### src/rtl/upbd_pkg.sv
`default_nettype none

package upbd_pkg;

    // Item kinds carried on the input tuser
    typedef enum logic [1:0] {
        OP_BIND   = 2'd0,
        OP_UNBIND = 2'd1,
        OP_RECV   = 2'd2
    } t_op;

    // Result status codes
    typedef enum logic [2:0] {
        ST_DONE      = 3'd0,
        ST_FULL      = 3'd1,
        ST_NOHANDLER = 3'd2,
        ST_NOTBOUND  = 3'd3,
        ST_MALFORMED = 3'd4
    } t_status;

    localparam logic [15:0] UDP_HDR_BYTES = 16'd8;

    // One accepted input word, unpacked
    typedef struct packed {
        t_op         operation;
        logic [15:0] port;
        logic        handler_present;
        logic [7:0]  handler;
        logic [31:0] src_address;
        logic [15:0] src_port_in;
        logic [15:0] dest_port;
        logic [15:0] udp_length;
        logic [15:0] received_length;
    } t_item;

    // One result word, unpacked
    typedef struct packed {
        t_status     status;
        logic        deliver;
        logic [7:0]  handler_out;
        logic [31:0] src_address_out;
        logic [15:0] src_port_out;
        logic [15:0] payload_length;
    } t_result;

    // Update request from the decision logic to the binding table
    typedef struct packed {
        logic        do_bind;
        logic        do_unbind;
        logic [15:0] bind_port;
        logic [7:0]  bind_handler;
    } t_tbl_cmd;

    // Lookup answer from the binding table
    typedef struct packed {
        logic       hit;
        logic [7:0] hit_handler;
        logic       full;
    } t_tbl_rsp;

endpackage

`default_nettype wire

### src/rtl/upbd_table.sv
`default_nettype none

module upbd_table
    import upbd_pkg::*;
#(
    parameter int PORT_SLOTS = 16
) (
    input  wire logic        i_clk,
    input  wire logic        i_rst_n,
    input  wire logic [15:0] i_key,
    input  wire t_tbl_cmd    i_cmd,
    output t_tbl_rsp         o_rsp
);

    logic [PORT_SLOTS-1:0] r_used;
    logic [15:0]           r_port    [PORT_SLOTS];
    logic [7:0]            r_handler [PORT_SLOTS];

    logic [PORT_SLOTS-1:0] match;
    logic [PORT_SLOTS-1:0] match_oh;
    logic [PORT_SLOTS-1:0] free_oh;
    logic [PORT_SLOTS-1:0] n_used;
    logic [7:0]            hit_handler;

    // Parallel compare of the key against every used slot
    always_comb begin
        for (int i = 0; i < PORT_SLOTS; i++) begin
            match[i] = r_used[i] && (r_port[i] == i_key);
        end
    end

    // Lowest set bit wins: first matching slot, first free slot
    assign match_oh = match & (~match + PORT_SLOTS'(1));
    assign free_oh  = ~r_used & (r_used + PORT_SLOTS'(1));

    // AND-OR select of the first match's handler
    always_comb begin
        hit_handler = '0;
        for (int i = 0; i < PORT_SLOTS; i++) begin
            hit_handler = hit_handler | (r_handler[i] & {8{match_oh[i]}});
        end
    end

    assign o_rsp.hit         = |match;
    assign o_rsp.hit_handler = hit_handler;
    assign o_rsp.full        = &r_used;

    // Next occupancy
    always_comb begin
        n_used = r_used;
        if (i_cmd.do_bind) begin
            n_used = r_used | free_oh;
        end else if (i_cmd.do_unbind) begin
            n_used = r_used & ~match_oh;
        end
    end

    always_ff @(posedge i_clk) begin
        if (!i_rst_n) begin
            r_used <= '0;
        end else begin
            r_used <= n_used;
        end
    end

    // Slot payload, written only when a bind claims the slot
    always_ff @(posedge i_clk) begin
        for (int i = 0; i < PORT_SLOTS; i++) begin
            if (i_cmd.do_bind && free_oh[i]) begin
                r_port[i]    <= i_cmd.bind_port;
                r_handler[i] <= i_cmd.bind_handler;
            end
        end
    end

`ifndef NO_ASSERTIONS
    // Occupancy only moves on a table command
    a_used_quiet: assert property (@(posedge i_clk) disable iff (!i_rst_n)
        (!i_cmd.do_bind && !i_cmd.do_unbind) |=> $stable(r_used))
        else $error("slot occupancy changed without a command");

    // A bind into a non-full table claims exactly one slot
    a_bind_one: assert property (@(posedge i_clk) disable iff (!i_rst_n)
        (i_cmd.do_bind && !(&r_used))
        |=> $countones(r_used) == $past($countones(r_used)) + 1)
        else $error("bind did not claim exactly one slot");

    // An unbind that hits frees exactly one slot
    a_unbind_one: assert property (@(posedge i_clk) disable iff (!i_rst_n)
        (i_cmd.do_unbind && !i_cmd.do_bind && (|match))
        |=> $countones(r_used) + 1 == $past($countones(r_used)))
        else $error("unbind did not free exactly one slot");
`endif

endmodule

`default_nettype wire

### src/rtl/upbd_exec.sv
`default_nettype none

module upbd_exec
    import upbd_pkg::*;
(
    input  wire logic     i_fire,
    input  wire t_item    i_item,
    input  wire t_tbl_rsp i_rsp,
    output logic [15:0]   o_key,
    output t_tbl_cmd      o_cmd,
    output t_result       o_res
);

    logic malformed;

    // Unbind looks up its own port, a receive its destination port
    assign o_key = (i_item.operation == OP_UNBIND) ? i_item.port : i_item.dest_port;

    assign malformed = (i_item.received_length < UDP_HDR_BYTES) ||
                       (i_item.udp_length > i_item.received_length) ||
                       (i_item.udp_length < UDP_HDR_BYTES);

    // Decide status, delivery and table update
    always_comb begin
        o_res              = '0;
        o_res.status       = ST_DONE;
        o_cmd              = '0;
        o_cmd.bind_port    = i_item.port;
        o_cmd.bind_handler = i_item.handler;
        case (i_item.operation)
            OP_BIND: begin
                if (!i_item.handler_present) begin
                    o_res.status = ST_NOHANDLER;
                end else if (i_rsp.full) begin
                    o_res.status = ST_FULL;
                end else begin
                    o_cmd.do_bind = i_fire;
                end
            end
            OP_UNBIND: begin
                if (i_rsp.hit) begin
                    o_cmd.do_unbind = i_fire;
                end else begin
                    o_res.status = ST_NOTBOUND;
                end
            end
            OP_RECV: begin
                if (malformed) begin
                    o_res.status = ST_MALFORMED;
                end else if (i_rsp.hit) begin
                    o_res.deliver         = 1'b1;
                    o_res.handler_out     = i_rsp.hit_handler;
                    o_res.src_address_out = i_item.src_address;
                    o_res.src_port_out    = i_item.src_port_in;
                    o_res.payload_length  = i_item.udp_length - UDP_HDR_BYTES;
                end else begin
                    o_res.status = ST_NOTBOUND;
                end
            end
            default: begin
                // unknown kind: no effect, all-zero result
            end
        endcase
    end

endmodule

`default_nettype wire

### src/rtl/udp_port_binding_demux.sv
// UDP port binding table with receive demultiplexer.
// Slave channel (i_s_*): one command word per handshake. tuser selects bind,
// unbind or receive; tdata carries the port, handler and parsed UDP header
// fields. Master channel (o_m_*): exactly one result word per command word,
// in order, giving status and, for a delivered packet, the handler id,
// source address, source port and payload length.
// Each word passes two register stages, the input register and then the
// result register, whose contents drive o_m_*.
// Throughput: one word per cycle while the receiver does not stall; the
// table compare over all PORT_SLOTS entries and its update complete between
// the two registers, so the next word sees the updated table.
// Reset (synchronous, active low) empties the table and both stages.
// When the receiver stalls, the result register holds; one more word is
// taken into the input register, after which o_s_tready drops until the
// result is taken.
`default_nettype none

module udp_port_binding_demux
    import upbd_pkg::*;
#(
    parameter int PORT_SLOTS = 16
) (
    input  wire logic         i_clk,
    input  wire logic         i_rst_n,
    input  wire logic         i_s_tvalid,
    output logic              o_s_tready,
    // tdata: port[15:0], handler_present[16], handler[24:17], src_address[56:25],
    //        src_port_in[72:57], dest_port[88:73], udp_length[104:89],
    //        received_length[120:105], zero fill [127:121]
    input  wire logic [127:0] i_s_tdata,
    // tuser: operation[1:0]
    input  wire logic [1:0]   i_s_tuser,
    output logic              o_m_tvalid,
    input  wire logic         i_m_tready,
    // tdata: status[2:0], deliver[3], handler_out[11:4], src_address_out[43:12],
    //        src_port_out[59:44], payload_length[75:60], zero fill [79:76]
    output logic [79:0]       o_m_tdata
);

    logic     r_in_valid;
    logic     n_in_valid;
    t_item    r_item;
    logic     r_out_valid;
    logic     n_out_valid;
    t_result  r_res;
    logic     fire;
    logic     s_acc;
    t_item    in_item;
    t_result  res;
    t_tbl_cmd cmd;
    t_tbl_rsp rsp;
    logic [15:0] key;

    // Stage handshake
    assign fire       = r_in_valid && (!r_out_valid || i_m_tready);
    assign o_s_tready = !r_in_valid || fire;
    assign s_acc      = i_s_tvalid && o_s_tready;

    // Unpack the slave word
    always_comb begin
        in_item.operation       = t_op'(i_s_tuser);
        in_item.port            = i_s_tdata[15:0];
        in_item.handler_present = i_s_tdata[16];
        in_item.handler         = i_s_tdata[24:17];
        in_item.src_address     = i_s_tdata[56:25];
        in_item.src_port_in     = i_s_tdata[72:57];
        in_item.dest_port       = i_s_tdata[88:73];
        in_item.udp_length      = i_s_tdata[104:89];
        in_item.received_length = i_s_tdata[120:105];
    end

    // Valid flags of both stages
    always_comb begin
        n_in_valid = r_in_valid;
        if (s_acc) begin
            n_in_valid = 1'b1;
        end else if (fire) begin
            n_in_valid = 1'b0;
        end
        n_out_valid = r_out_valid;
        if (fire) begin
            n_out_valid = 1'b1;
        end else if (i_m_tready) begin
            n_out_valid = 1'b0;
        end
    end

    always_ff @(posedge i_clk) begin
        if (!i_rst_n) begin
            r_in_valid  <= 1'b0;
            r_out_valid <= 1'b0;
        end else begin
            r_in_valid  <= n_in_valid;
            r_out_valid <= n_out_valid;
        end
    end

    // Payload registers
    always_ff @(posedge i_clk) begin
        if (s_acc) begin
            r_item <= in_item;
        end
        if (fire) begin
            r_res <= res;
        end
    end

    upbd_exec u_exec (
        .i_fire (fire),
        .i_item (r_item),
        .i_rsp  (rsp),
        .o_key  (key),
        .o_cmd  (cmd),
        .o_res  (res)
    );

    upbd_table #(
        .PORT_SLOTS (PORT_SLOTS)
    ) u_table (
        .i_clk   (i_clk),
        .i_rst_n (i_rst_n),
        .i_key   (key),
        .i_cmd   (cmd),
        .o_rsp   (rsp)
    );

    // Pack the master word
    assign o_m_tvalid = r_out_valid;
    assign o_m_tdata  = {4'b0000, r_res.payload_length, r_res.src_port_out,
                         r_res.src_address_out, r_res.handler_out, r_res.deliver,
                         r_res.status};

endmodule

`default_nettype wire
### config.mk
export PLATFORM = sky130hd
export DESIGN_NAME = udp_port_binding_demux
export DESIGN_NICKNAME = d
export VERILOG_FILES = /design/src/rtl/upbd_pkg.sv /design/src/rtl/upbd_table.sv /design/src/rtl/upbd_exec.sv /design/src/rtl/udp_port_binding_demux.sv
export SDC_FILE = /design/constraint.sdc
export NUM_CORES = 1
export LEC_CHECK = 0
export BUFFER_PORTS_ARGS = -buffer_cell sky130_fd_sc_hd__buf_2
export CAP_MARGIN = 20
export CORE_ASPECT_RATIO = 0.6
export CORE_UTILIZATION = 55
export CTS_CLUSTER_SIZE = 28
export DETAILED_ROUTE_END_ITERATION = 10
export PLACE_DENSITY_LB_ADDON = 0.1
export SLEW_MARGIN = 20
export SYNTH_ARGS = -nofsm -noshare
export SYNTH_HDL_FRONTEND = slang
export SYNTH_SLANG_ARGS = --single-unit
### constraint.sdc
create_clock -name i_clk -period 6 [get_ports i_clk]
set_input_delay 0.3 -clock i_clk [delete_from_list [all_inputs] [get_ports i_clk]]
set_output_delay 0.3 -clock i_clk [all_outputs]
set_load 0.01 [all_outputs]
==> flow_summary.toml <==
[layout]
nNetsFinal = 2379
drive_above_1_share_pct = 19.0
area_growth_syn_to_layout_pct = 19.5
final_area_sq_mm = 0.0316

[yosys]
ys_ff_latch = 601
syn_inst = 1833
ys.flop_type = "edfxtp_1"
async_reset_ff_share_pct = 0
synth_edf_count = 583
synth.most_common_cell = "edfxtp_1"
synth_area_leader_cell = "edfxtp_1"
yosysTopAreaCellShare_pct = 66.3
synth.yosys.seq_area_share_pct = 67.7
yosys_warnings = 0
synth_area_sq_mm = 0.0264
synth_area_leaders = "edfxtp_1 66%, xnor2_1 4.9%, xor2_1 4.0%"
synth_common_cells = "583 x edfxtp_1, 148 x xnor2_1, 120 x xor2_1"
synthDistinctLibCells = 86
syn_avg_cell_area_sq_um = 14.4

[worst_hold_path]
hold_class = "primary input to flop"
hp-start = "i_m_tready"

[timing]
tightest_slew_ns = 1.12
final.min_clock_period_ns = 4.91
finClkSkew_ns = 0.0253
setup_viol = 0
rsz0062_at_grt = "no"
final.period_utilization_pct = 81.9
tns_ns = 0
fmax_mhz = 204
max-slew-margin-rel_pct = 25.3
hold_viol_final = 0
drv_slew = 0

[detailed_routing]
firstDrtPassIters = 8
drt-total-wl_mm = 78.4
drc = 0
postRouteAntennaNets = 0
vias_per_cell = 6.27
drt_iter0_markers = 2579
post_drt_wl_per_cell_um = 27.0
vias = 18202

[clock_tree]
clock_sinks = 601
htree_levels = 2
clk_latency_ns = 0.62
clk_pin_slew_ns = 0.07
cts_buffer_depth = 3
root_buffer = "clkbuf_16"
tritoncts = "done"
cts-buffers-inserted = 54

[grt]
antenna_found_initial = 2
grt_max_degree = 63
grt_overflow_total = 0
grt_usage_pct = 31.6
grt_pass1_vias = 16828
grt_pass1_wl_mm = 111

[placement]
io_buffers = 204
dpl-instance-area_sq_mm = 0.0286
place.gp.congestion = 1.00
hpwl_mm = 52.8

[die]
core_area_sq_mm = 0.0469
ios = 216
dieArea_sq_mm = 0.0489
fp.dieW_um = 285
initial_core_util_pct = 56.3
die_y_um = 172
num_rows = 61

[critical_path]
worstPathRequired_ns = 6.32
critPathLaunch = "r_item[36]$_DFFE_PP_"
critical_path_class = "flop to flop"
crit_path_end_kind = "flop"
cp_max_fo = 13
arrival_ns = 5.24
cp-start-kind = "flop"
r2r_start = "r_item[36]$_DFFE_PP_"

[run]
maxCapViolCount = 0

[power]
pwr_density_cell_mw_per_mm2 = 280
vdd_drop_max_mv = 0.281
leakagePower_nw = 11.4

[status]
status = "finished, final reports clean"
layout by cell type, fill, tap and decap left out, types with 54 or more instances in the layout:
cell type      count
xor2_1           120
dlygate4sd3_1    124
xnor2_1          148
and3_1            64
clkbuf_16         54
buf_2            204
nor2_1            55
buf_4             89
nand2_1           69
inv_1             78
edfxtp_1         583
kinds of logic after synthesis:
kind of cell             synth area share (%)
other                                  0.0142
AO/OA/AOI/OAI                            9.68
flip-flops                               67.7
buffers and inverters                    2.85
XOR/XNOR                                 8.89
AND/OR/NAND/NOR                          8.92
adder cells (fa/ha/maj)                 0.806
multiplexers                             1.16
layer usage:
metal | GRT usage (%) | vias to the layer above | share of wire [%]
met4 | 6.64 | 2 | 2.1
li1 | - | 7862 | -
met5 | 0 | - | 0.017
met1 | 49.8 | 8925 | 44
met2 | 42.5 | 1239 | 40
met3 | 9.62 | 174 | 14
through the flow:
stage	util, %	power (mW)	setup WS [ns]	std cells	hold WS, ns
floorplan	-	5.12	1.26	1836	0.399
global route	67.3	9.06	1.07	2903	0.0758
global placement	61.0	5.39	1.18	2678	0.476
detailed placement	61.0	5.40	1.16	2678	0.478
CTS	67.3	8.84	1.11	2903	0.0400
finish	67.3	8.83	1.09	2905	0.0605
timing repair:
item                                   4_1_cts  5_1_grt
buffers inserted                             0        0
hold buffers                               124        0
resized for setup                            0        0
endpoints found under the hold margin      124        0
critical path, cell delays in order, from the launching register on:
cell and delay [ns]:
edfxtp_1 0.76, clkinv_1 0.69, a211o_1 0.44, o21ai_0 0.12, o2111ai_1 0.18, nor4_2 0.74, or3_1 0.39, nor4_2 0.09
buf_4 0.20, and3b_4 0.24, a2111oi_2 0.59, a21oi_1 0.15
sequential cells by signal, indices dropped and copies added, names as in the netlist:
signal and count:
o_m_tdata 76, o_m_tvalid 1, r_in_valid 1, r_item 123, u_table.r_handler 128, u_table.r_port 256
u_table.r_used 16
path summary, 6_finish.rpt:
| path | to | slack, ns | cells past startpoint |
|---|---|---|---|
| worst max-delay path | o_m_tdata[11]$_SDFFCE_PP0P_ | 1.09 | 11 |
| worst min-delay path | o_m_tvalid$_SDFFE_PN0P_ | 0.06 | 4 |
| worst max register to register | o_m_tdata[11]$_SDFFCE_PP0P_ | 1.09 | 11 |
| worst min register to register | o_m_tvalid$_SDFFE_PN0P_ | 0.53 | 2 |
area by class of cell:
| class | count | area (sq um) |
|---|---|---|
| well taps | 630 | 788 |
| repair buffers | 419 | 2970 |
| diodes | 2 | 5.00 |
| clock inverters | 35 | 334 |
| flip-flops and latches | 601 | 17900 |
| clock buffers | 66 | 1400 |
| multi-input cells | 1068 | 7880 |
| fillers | 3342 | 15300 |
| inverters | 84 | 315 |
report_power, final:
| part | internal (mW) | total, mW | switching, mW |
|---|---|---|---|
| sequential | 4.68 | 4.77 | 0.0944 |
| combinational | 0.252 | 0.627 | 0.375 |
| clock | 1.88 | 3.44 | 1.56 |
| total | 6.81 | 8.83 | 2.03 |
Power figures use the tool's default switching activity.
